[src/rtl/core/e2c_pkg.sv]
// e2c_pkg: shared types, constants and the month length table
// for the epoch to calendar date unit; no dependencies
`timescale 1ns / 1ps

package e2c_pkg;

    localparam int unsigned EPOCH_W = 33;
    localparam int unsigned OFFSET_W = 17;
    localparam int unsigned WIDE_W = 35;
    localparam int unsigned ACC_W = 33;
    localparam int unsigned BASE_W = 17;
    localparam int unsigned SHIFT_W = 5;
    localparam int unsigned IN_DATA_W = 40;
    localparam int unsigned OUT_DATA_W = 48;

    localparam logic [WIDE_W-1:0] C_SECS_AT_1900 = 35'd2208988800;
    localparam logic [WIDE_W-1:0] C_SPAN_SECS = 35'd6311433600;
    localparam logic [BASE_W-1:0] C_SECS_PER_DAY = 17'd86400;
    localparam logic [BASE_W-1:0] C_SECS_PER_HOUR = 17'd3600;
    localparam logic [BASE_W-1:0] C_SECS_PER_MIN = 17'd60;
    localparam logic [BASE_W-1:0] C_DAYS_PER_WEEK = 17'd7;
    localparam logic [BASE_W-1:0] C_DAYS_YEAR = 17'd365;
    localparam logic [BASE_W-1:0] C_DAYS_LEAP_YEAR = 17'd366;
    localparam logic [7:0] C_LAST_YEAR_IDX = 8'd199;
    localparam logic [3:0] C_LAST_MONTH = 4'd11;
    localparam logic [3:0] C_FEBRUARY = 4'd1;

    localparam logic [SHIFT_W-1:0] C_DAYS_TOP_BIT = 5'd16;
    localparam logic [SHIFT_W-1:0] C_HOURS_TOP_BIT = 5'd4;
    localparam logic [SHIFT_W-1:0] C_MINS_TOP_BIT = 5'd5;
    localparam logic [SHIFT_W-1:0] C_WDAY_TOP_BIT = 5'd14;

    typedef enum logic [3:0] {
        ST_IDLE,
        ST_CHECK,
        ST_DAYS,
        ST_HOURS,
        ST_MINS,
        ST_SEC_LOAD,
        ST_WDAY,
        ST_YEAR_LOAD,
        ST_YEARS,
        ST_MONTHS,
        ST_FINISH
    } t_state;

    typedef struct packed {
        logic [BASE_W-1:0]  base;
        logic [SHIFT_W-1:0] shift;
    } t_unit_req;

    typedef struct packed {
        logic             ge;
        logic [ACC_W-1:0] diff;
    } t_unit_rsp;

    function automatic logic [BASE_W-1:0] month_len(input logic [3:0] month,
                                                   input logic leap);
        logic [BASE_W-1:0] len;
        case (month)
            4'd0:    len = 17'd31;
            4'd1:    len = leap ? 17'd29 : 17'd28;
            4'd2:    len = 17'd31;
            4'd3:    len = 17'd30;
            4'd4:    len = 17'd31;
            4'd5:    len = 17'd30;
            4'd6:    len = 17'd31;
            4'd7:    len = 17'd31;
            4'd8:    len = 17'd30;
            4'd9:    len = 17'd31;
            4'd10:   len = 17'd30;
            4'd11:   len = 17'd31;
            default: len = 17'd31;
        endcase
        return len;
    endfunction

endpackage

[src/rtl/core/e2c_cmp_sub.sv]
// e2c_cmp_sub: shared shift, compare and subtract unit
// depends on e2c_pkg for the request and response types
`timescale 1ns / 1ps

module e2c_cmp_sub (
    input  logic [e2c_pkg::ACC_W-1:0] i_acc,
    input  e2c_pkg::t_unit_req        i_req,
    output e2c_pkg::t_unit_rsp        o_rsp
);
    import e2c_pkg::*;

    logic [ACC_W-1:0] operand;
    logic [ACC_W:0]   diff;

    assign operand = ACC_W'(i_req.base) << i_req.shift;
    assign diff = {1'b0, i_acc} - {1'b0, operand};

    assign o_rsp.ge = ~diff[ACC_W];
    assign o_rsp.diff = diff[ACC_W-1:0];

endmodule

[src/rtl/core/epoch_to_calendar_date_unit.sv]
// epoch_to_calendar_date_unit: top level, sequencer around the shared unit
// depends on e2c_pkg and e2c_cmp_sub
`timescale 1ns / 1ps

// Converts signed epoch seconds plus the programmed zone offset into a civil
// date and time for 1900 through 2099. One item is worked on at a time and
// s_axis_tready is low while it runs. An item outside the span goes from the
// range check straight to the finish state, with tuser low and all fields
// zero. The single compare-subtract unit does one step a cycle: 17 steps for
// days, 5 for hours, 6 for minutes, 15 for the weekday, then one step per
// year of the year index (0..199) and per month of the month index (0..11).
// A new item is taken while the last result still waits in the output
// register. Zone offset writes are taken at any time and should come only
// while the unit is idle.

module epoch_to_calendar_date_unit (
    input  logic                               i_clk,
    input  logic                               i_rst_n,
    input  logic                               i_cfg_valid,
    output logic                               o_cfg_ready,
    input  logic [e2c_pkg::OFFSET_W-1:0]       i_cfg_data,
    input  logic                               s_axis_tvalid,
    output logic                               s_axis_tready,
    // epoch_seconds[32:0], zero fill [39:33]
    input  logic [e2c_pkg::IN_DATA_W-1:0]      s_axis_tdata,
    output logic                               m_axis_tvalid,
    input  logic                               m_axis_tready,
    // years_since_1900[7:0], month_index[11:8], day_of_month[16:12],
    // hour_of_day[21:17], minute_of_hour[27:22], second_of_minute[33:28],
    // weekday[36:34], day_of_year[45:37], zero fill [47:46]
    output logic [e2c_pkg::OUT_DATA_W-1:0]     m_axis_tdata,
    // valid_res[0]
    output logic                               m_axis_tuser
);
    import e2c_pkg::*;

    t_state r_state, n_state;

    logic [OFFSET_W-1:0]   r_offset;
    logic [WIDE_W-1:0]     r_u, n_u;
    logic [ACC_W-1:0]      r_acc, n_acc;
    logic [SHIFT_W-1:0]    r_k, n_k;
    logic                  r_in_span, n_in_span;
    logic [16:0]           r_days, n_days;
    logic [4:0]            r_hour, n_hour;
    logic [5:0]            r_min, n_min;
    logic [5:0]            r_sec, n_sec;
    logic [2:0]            r_wday, n_wday;
    logic [7:0]            r_year, n_year;
    logic [8:0]            r_doy, n_doy;
    logic [3:0]            r_month, n_month;
    logic                  r_out_valid, n_out_valid;
    logic [OUT_DATA_W-1:0] r_out_data, n_out_data;
    logic                  r_out_user, n_out_user;

    logic       in_accept;
    logic       out_free;
    logic       out_of_span;
    logic       leap;
    logic       k_last;
    logic       year_step;
    logic       month_step;
    logic [4:0] day_out;
    t_unit_req  unit_req;
    t_unit_rsp  unit_rsp;

    assign in_accept = s_axis_tvalid & s_axis_tready;
    assign out_free = ~r_out_valid | m_axis_tready;
    assign out_of_span = r_u[WIDE_W-1] | (r_u >= C_SPAN_SECS);
    assign leap = (r_year[1:0] == 2'b00) & (r_year != 8'd0);
    assign k_last = (r_k == '0);
    assign year_step = unit_rsp.ge & (r_year != C_LAST_YEAR_IDX);
    assign month_step = unit_rsp.ge & (r_month != C_LAST_MONTH);
    assign day_out = r_acc[4:0] + 5'd1;

    e2c_cmp_sub u_cmp_sub (
        .i_acc (r_acc),
        .i_req (unit_req),
        .o_rsp (unit_rsp)
    );

    // next state
    always_comb begin
        n_state = r_state;
        unique case (r_state)
            ST_IDLE:      if (in_accept) n_state = ST_CHECK;
            ST_CHECK:     n_state = out_of_span ? ST_FINISH : ST_DAYS;
            ST_DAYS:      if (k_last) n_state = ST_HOURS;
            ST_HOURS:     if (k_last) n_state = ST_MINS;
            ST_MINS:      if (k_last) n_state = ST_SEC_LOAD;
            ST_SEC_LOAD:  n_state = ST_WDAY;
            ST_WDAY:      if (k_last) n_state = ST_YEAR_LOAD;
            ST_YEAR_LOAD: n_state = ST_YEARS;
            ST_YEARS:     if (!year_step) n_state = ST_MONTHS;
            ST_MONTHS:    if (!month_step) n_state = ST_FINISH;
            ST_FINISH:    if (out_free) n_state = ST_IDLE;
            default:      n_state = ST_IDLE;
        endcase
    end

    // shared unit operand select
    always_comb begin
        unit_req.base = '0;
        unit_req.shift = r_k;
        unique case (r_state)
            ST_DAYS:   unit_req.base = C_SECS_PER_DAY;
            ST_HOURS:  unit_req.base = C_SECS_PER_HOUR;
            ST_MINS:   unit_req.base = C_SECS_PER_MIN;
            ST_WDAY:   unit_req.base = C_DAYS_PER_WEEK;
            ST_YEARS: begin
                unit_req.base = leap ? C_DAYS_LEAP_YEAR : C_DAYS_YEAR;
                unit_req.shift = '0;
            end
            ST_MONTHS: begin
                unit_req.base = month_len(r_month, leap);
                unit_req.shift = '0;
            end
            default: begin
                unit_req.base = '0;
                unit_req.shift = '0;
            end
        endcase
    end

    // datapath and outputs
    always_comb begin
        n_u = r_u;
        n_acc = r_acc;
        n_k = r_k - 5'd1;
        n_in_span = r_in_span;
        n_days = r_days;
        n_hour = r_hour;
        n_min = r_min;
        n_sec = r_sec;
        n_wday = r_wday;
        n_year = r_year;
        n_doy = r_doy;
        n_month = r_month;
        n_out_valid = r_out_valid & ~m_axis_tready;
        n_out_data = r_out_data;
        n_out_user = r_out_user;
        unique case (r_state)
            ST_IDLE: begin
                if (in_accept) begin
                    n_u = {{(WIDE_W-EPOCH_W){s_axis_tdata[EPOCH_W-1]}},
                           s_axis_tdata[EPOCH_W-1:0]}
                        + {{(WIDE_W-OFFSET_W){r_offset[OFFSET_W-1]}}, r_offset}
                        + C_SECS_AT_1900;
                end
            end
            ST_CHECK: begin
                n_in_span = ~out_of_span;
                n_acc = r_u[ACC_W-1:0];
                n_k = C_DAYS_TOP_BIT;
            end
            ST_DAYS: begin
                if (unit_rsp.ge) n_acc = unit_rsp.diff;
                n_days = {r_days[15:0], unit_rsp.ge};
                if (k_last) n_k = C_HOURS_TOP_BIT;
            end
            ST_HOURS: begin
                if (unit_rsp.ge) n_acc = unit_rsp.diff;
                n_hour = {r_hour[3:0], unit_rsp.ge};
                if (k_last) n_k = C_MINS_TOP_BIT;
            end
            ST_MINS: begin
                if (unit_rsp.ge) n_acc = unit_rsp.diff;
                n_min = {r_min[4:0], unit_rsp.ge};
            end
            ST_SEC_LOAD: begin
                n_sec = r_acc[5:0];
                n_acc = {{(ACC_W-17){1'b0}}, r_days} + ACC_W'(1);
                n_k = C_WDAY_TOP_BIT;
            end
            ST_WDAY: begin
                if (unit_rsp.ge) n_acc = unit_rsp.diff;
            end
            ST_YEAR_LOAD: begin
                n_wday = r_acc[2:0];
                n_acc = {{(ACC_W-17){1'b0}}, r_days};
                n_year = '0;
            end
            ST_YEARS: begin
                if (year_step) begin
                    n_acc = unit_rsp.diff;
                    n_year = r_year + 8'd1;
                end else begin
                    n_doy = r_acc[8:0];
                    n_month = '0;
                end
            end
            ST_MONTHS: begin
                if (month_step) begin
                    n_acc = unit_rsp.diff;
                    n_month = r_month + 4'd1;
                end
            end
            ST_FINISH: begin
                if (out_free) begin
                    n_out_valid = 1'b1;
                    n_out_user = r_in_span;
                    if (r_in_span) begin
                        n_out_data = {2'b00, r_doy, r_wday, r_sec, r_min, r_hour,
                                      day_out, r_month, r_year};
                    end else begin
                        n_out_data = '0;
                    end
                end
            end
            default: begin
                n_acc = r_acc;
            end
        endcase
    end

    always_ff @(posedge i_clk) begin
        if (!i_rst_n) begin
            r_state <= ST_IDLE;
            r_offset <= '0;
            r_out_valid <= 1'b0;
        end else begin
            r_state <= n_state;
            r_out_valid <= n_out_valid;
            if (i_cfg_valid && o_cfg_ready) begin
                r_offset <= i_cfg_data;
            end
        end
    end

    always_ff @(posedge i_clk) begin
        r_u <= n_u;
        r_acc <= n_acc;
        r_k <= n_k;
        r_in_span <= n_in_span;
        r_days <= n_days;
        r_hour <= n_hour;
        r_min <= n_min;
        r_sec <= n_sec;
        r_wday <= n_wday;
        r_year <= n_year;
        r_doy <= n_doy;
        r_month <= n_month;
        r_out_data <= n_out_data;
        r_out_user <= n_out_user;
    end

    assign o_cfg_ready = 1'b1;
    assign s_axis_tready = (r_state == ST_IDLE);
    assign m_axis_tvalid = r_out_valid;
    assign m_axis_tdata = r_out_data;
    assign m_axis_tuser = r_out_user;

endmodule

[config.mk]
export PLATFORM = sky130hd
export DESIGN_NAME = epoch_to_calendar_date_unit
export DESIGN_NICKNAME = d
export VERILOG_FILES = /design/src/rtl/core/e2c_pkg.sv /design/src/rtl/core/e2c_cmp_sub.sv /design/src/rtl/core/epoch_to_calendar_date_unit.sv
export SDC_FILE = /design/constraint.sdc
export NUM_CORES = 1
export LEC_CHECK = 0
export BUFFER_PORTS_ARGS = -buffer_cell sky130_fd_sc_hd__buf_2
export CORE_ASPECT_RATIO = 1.75
export CORE_MARGIN = 2
export CORE_UTILIZATION = 35
export DETAILED_ROUTE_END_ITERATION = 7
export MAX_ROUTING_LAYER = met4
export PLACE_DENSITY = 0.59
export SETUP_SLACK_MARGIN = 0.3
export SLEW_MARGIN = 15
export SYNTH_ARGS = -nofsm -noshare
export SYNTH_HDL_FRONTEND = slang
export SYNTH_SLANG_ARGS = --single-unit
[constraint.sdc]
create_clock -name i_clk -period 8.5 [get_ports i_clk]
set_input_delay 2.55 -clock i_clk [delete_from_list [all_inputs] [get_ports i_clk]]
set_output_delay 2.55 -clock i_clk [all_outputs]
set_load 0.05 [all_outputs]
==> metrics.md <==
| Metric | Value |
|---|---|
| Total CTS buffers | 22 |
| Yosys warnings | 0 |
| Postcts setup bufs | 0 |
| F_max | 0.154 GHz |
| IR drop worst, VDD | 0.165 mV |
| Met1 Routed Length | 12.1 mm |
| Critical path peak fanout | 22 |
| Met3 Routed Length | 1.11 mm |
| CP Launch Point | r_state[3]$_SDFFE_PN0P_ |
| TritonRoute pass-1 iters | 5 |
| H-tree levels | 1 |
| WS Path Type | register to register |
| Crit Reg-Reg Endpoint | r_doy[3]$_DFFE_PP_ |
| Synth area leader | edfxtp_1 |
| Pleak | 5.96 nW |
| Buffers on Ports | 103 |
| Endpoint class of the critical path | register |
| CTS sink count | 201 |
| DP HPWL | 25.2 mm |
| Required time of the critical path | 8650 ps |
| Worst Path Arrival | 6640 ps |
| Clock-pin slew on the worst setup and hold paths | 80 ps |
| Worst setup path endpoint | r_doy[3]$_DFFE_PP_ |
| Worst-case clock skew | 14.3 ps |
| Initial core utilization | 35.3% |
| Design area | 15000 µm² |
| Die X | 151 µm |
| Later-pin clock latency in the skew report | 530 ps |
| Ports | 114 |
| Multi-input logic area | 6920 µm² |
| Power Dens Cells | 361 nW/µm² |
| Tcrit/Tclk final | 76.3% |
| Gr ovfl total | 0 |
| Top-area cell type share of the netlist area | 39.7% |
| Detail Route Antenna Nets | 0 |
| Highest Signal Layer | met4 |
| Largest net degree at the start of global routing | 48 |
| Status | finished, final reports clean |
| Die footprint | 39200 µm² |
| Share of cells above drive strength 1 | 13.2% |
| Yosys cell types | 79 |
| CTS-repair resized insts | 0 |
| Reg area | 5770 µm² |
| Register area share after synthesis | 43.8% |
| Cts hold-fix bufs | 0 |
| Synthesis-to-finish area growth | 13.7% |
| Final setup violation count | 0 |
| Drc violations | 0 |
| Max-cap check violation count | 0 |
| Initial DRC count | 533 |
| Synth top area cells | edfxtp_1 (40%), ha_1 (10%), dfxtp_1 (4.1%) |
| Nets | 1584 |
| Final hold vios | 0 |
| HP Class | register to register |
| Core area | 37300 µm² |
| Routed vias | 10113 |
| Syn Inst Count | 1321 |
| Final GP Congestion | 0.935 |
| GRT Overall Usage | 17.2% |
| Post-route minimum period | 6490 ps |
| Initial antenna violation count | 1 |
| Ys flop type | edfxtp_1 |
| Post-synth ARST share | 0% |
| First-pass GRT wire length | 51.9 mm |
| Placed cell area | 14200 µm² |
| CTS max path bufs | 3 |
| Reg2reg start | r_state[3]$_SDFFE_PN0P_ |
| Final Core Density | 40.1% |
| Rel. slew slack | 19.9% |
| Cell depth of the worst flop-to-flop path | 20 |
| EDFF count, synth | 174 |
| Non-Filler Instances | 1909 |
| DR WL/cell | 17.1 µm |
| Slew @ Worst Pin | 1190 ps |
| Syn Std Cell Area | 13200 µm² |
| Reg2reg setup slack | 2010 ps |
| Tot Pwr | 5.40 mW |
| Setup TNS | 0 ps |
| Met2 WL | 17.9 mm |
| CTS tree | done |
| Number of global-route vias before repair | 10047 |
| Unrepaired setup endpoints after global routing | false |
| Setup crit start kind | register |
| Root Buffer | clkbuf_16 |
| Syn Area/Cell | 9.96 µm² |
| DRT Wirelength | 32.7 mm |
| Fin. max-slew vios | 0 |
| Layout filler cell count | 3708 |
| FF+latch count, synth | 201 |
| Site Rows | 94 |
| DP Cell Count | 1868 |
| Vias/cell | 5.30 |
| Die Span Y | 260 µm |
[Yosys cell counts (13+ instances only)]
master,instances
clkbuf_1,41
dfxtp_1,27
a21o_1,29
a21oi_1,95
inv_1,80
and2_1,59
o221ai_1,15
o21a_1,13
nor2b_1,21
o21ai_0,69
nand2_1,123
edfxtp_1,174
a31oi_1,17
xnor2_1,42
ha_1,108
nor3_1,18
nand3_1,30
mux2i_1,21
nand2b_1,22
xor2_1,42
nor2_1,90
[power by group]
group          internal [mW]  switching (mW)
logic                   1.03            1.68
clock network          0.589           0.409
registers               1.47           0.220
total                   3.09            2.31
[through the flow]
stage	setup slack [ps]	hold slack, ps
final	2010	437
after global routing	1710	462
after CTS	1960	444
after detailed placement	2000	433
after global placement	2090	428
after floorplan	2180	418
[cells by family (layout without fill, tap and decap cells)]
logic type / count (synthesis) / count (layout) / synth area share, %
multiplexers: 29 / 29 / 2.28
other: 2 / 4 / 0.0571
buffers and inverters: 131 / 237 / 3.86
AO/OA/AOI/OAI: 355 / 355 / 18.4
adder cells (fa/ha/maj): 110 / 110 / 10.6
XOR/XNOR: 84 / 84 / 5.59
AND/OR/NAND/NOR: 409 / 409 / 15.4
flip-flops: 201 / 201 / 43.8
[flip-flops by register name, summed over array words and instances, names as in the netlist, 3 cells and up]
| register | flops |
|---|---|
| m_axis_tdata | 46 |
| r_u | 35 |
| r_acc | 33 |
| r_days | 17 |
| r_offset | 17 |
| r_doy | 9 |
| r_year | 8 |
| r_min | 6 |
| r_sec | 6 |
| r_hour | 5 |
| r_k | 5 |
| r_month | 4 |
| r_state | 4 |
| r_wday | 3 |
[how the worst min path moves through the flow]
stage                   startpoint                  end  slack, ps  depth (start not counted)
2_1_floorplan  r_hour[0]$_DFFE_PP_  r_hour[1]$_DFFE_PP_        420                          0
3_3_place_gp    r_min[0]$_DFFE_PP_   r_min[1]$_DFFE_PP_        430                          0
3_5_place_dp   r_hour[2]$_DFFE_PP_  r_hour[3]$_DFFE_PP_        430                          0
4_1_cts        r_hour[1]$_DFFE_PP_  r_hour[2]$_DFFE_PP_        440                          0
5_1_grt        r_hour[1]$_DFFE_PP_  r_hour[2]$_DFFE_PP_        460                          0
6_report       r_hour[1]$_DFFE_PP_  r_hour[2]$_DFFE_PP_        440                          0
[layout by cell type (no fill, tap or decap), drive strengths merged, types with 10 or more instances in the layout]
| cell type | netlist | routed |
|---|---|---|
| a211oi | 12 | 12 |
| a21o | 29 | 29 |
| a21oi | 95 | 95 |
| a221oi | 12 | 12 |
| a22oi | 10 | 10 |
| a31oi | 17 | 17 |
| and2 | 59 | 59 |
| and3 | 10 | 10 |
| buf | 10 | 117 |
| clkbuf | 41 | 29 |
| dfxtp | 27 | 27 |
| edfxtp | 174 | 174 |
| ha | 108 | 108 |
| inv | 80 | 80 |
| mux2i | 21 | 21 |
| nand2 | 123 | 123 |
| nand2b | 22 | 22 |
| nand3 | 31 | 31 |
| nor2 | 90 | 90 |
| nor2b | 21 | 21 |
| nor3 | 18 | 18 |
| o21a | 13 | 13 |
| o21ai | 73 | 73 |
| o21bai | 10 | 10 |
| o221ai | 15 | 15 |
| xnor2 | 42 | 42 |
| xor2 | 42 | 42 |
[metal layers]
| metal | up-vias | global-route usage (%) |
|---|---|---|
| met2 | 243 | 32.6 |
| met1 | 4772 | 17.1 |
| li1 | 5019 | - |
| met3 | 79 | 1.63 |
| met5 | - | - |
| met4 | 0 | 8.46 |
[area by class of cell]
cell class / instances / share of cell area, %
Clock buffer: 29 / 3.99
Timing Repair Buffer: 117 / 4.15
Antenna cell: 1 / 0.0167
Multi-Input combinational cell: 990 / 46.3
Inverter: 80 / 2.01
Sequential cell: 201 / 38.6
Clock inverter: 11 / 0.987
Tap cell: 480 / 4.02
[critical path: stages, from the launching register on]
cell,delay [ps]
dfxtp_1,820
nand2b_1,290
nor3_1,590
a2bb2oi_1,220
and2_1,260
a221oi_1,250
nor2_1,90
o22ai_1,390
mux2_2,260
nand2_1,110
ha_1,420
a211oi_2,250
o211ai_1,140
a221oi_2,310
o21a_1,190
o31ai_4,110
a41o_1,380
a21boi_0,220
buf_4,170
nor2_1,60
nor2_1,550
(Power assumes the default switching activity.)
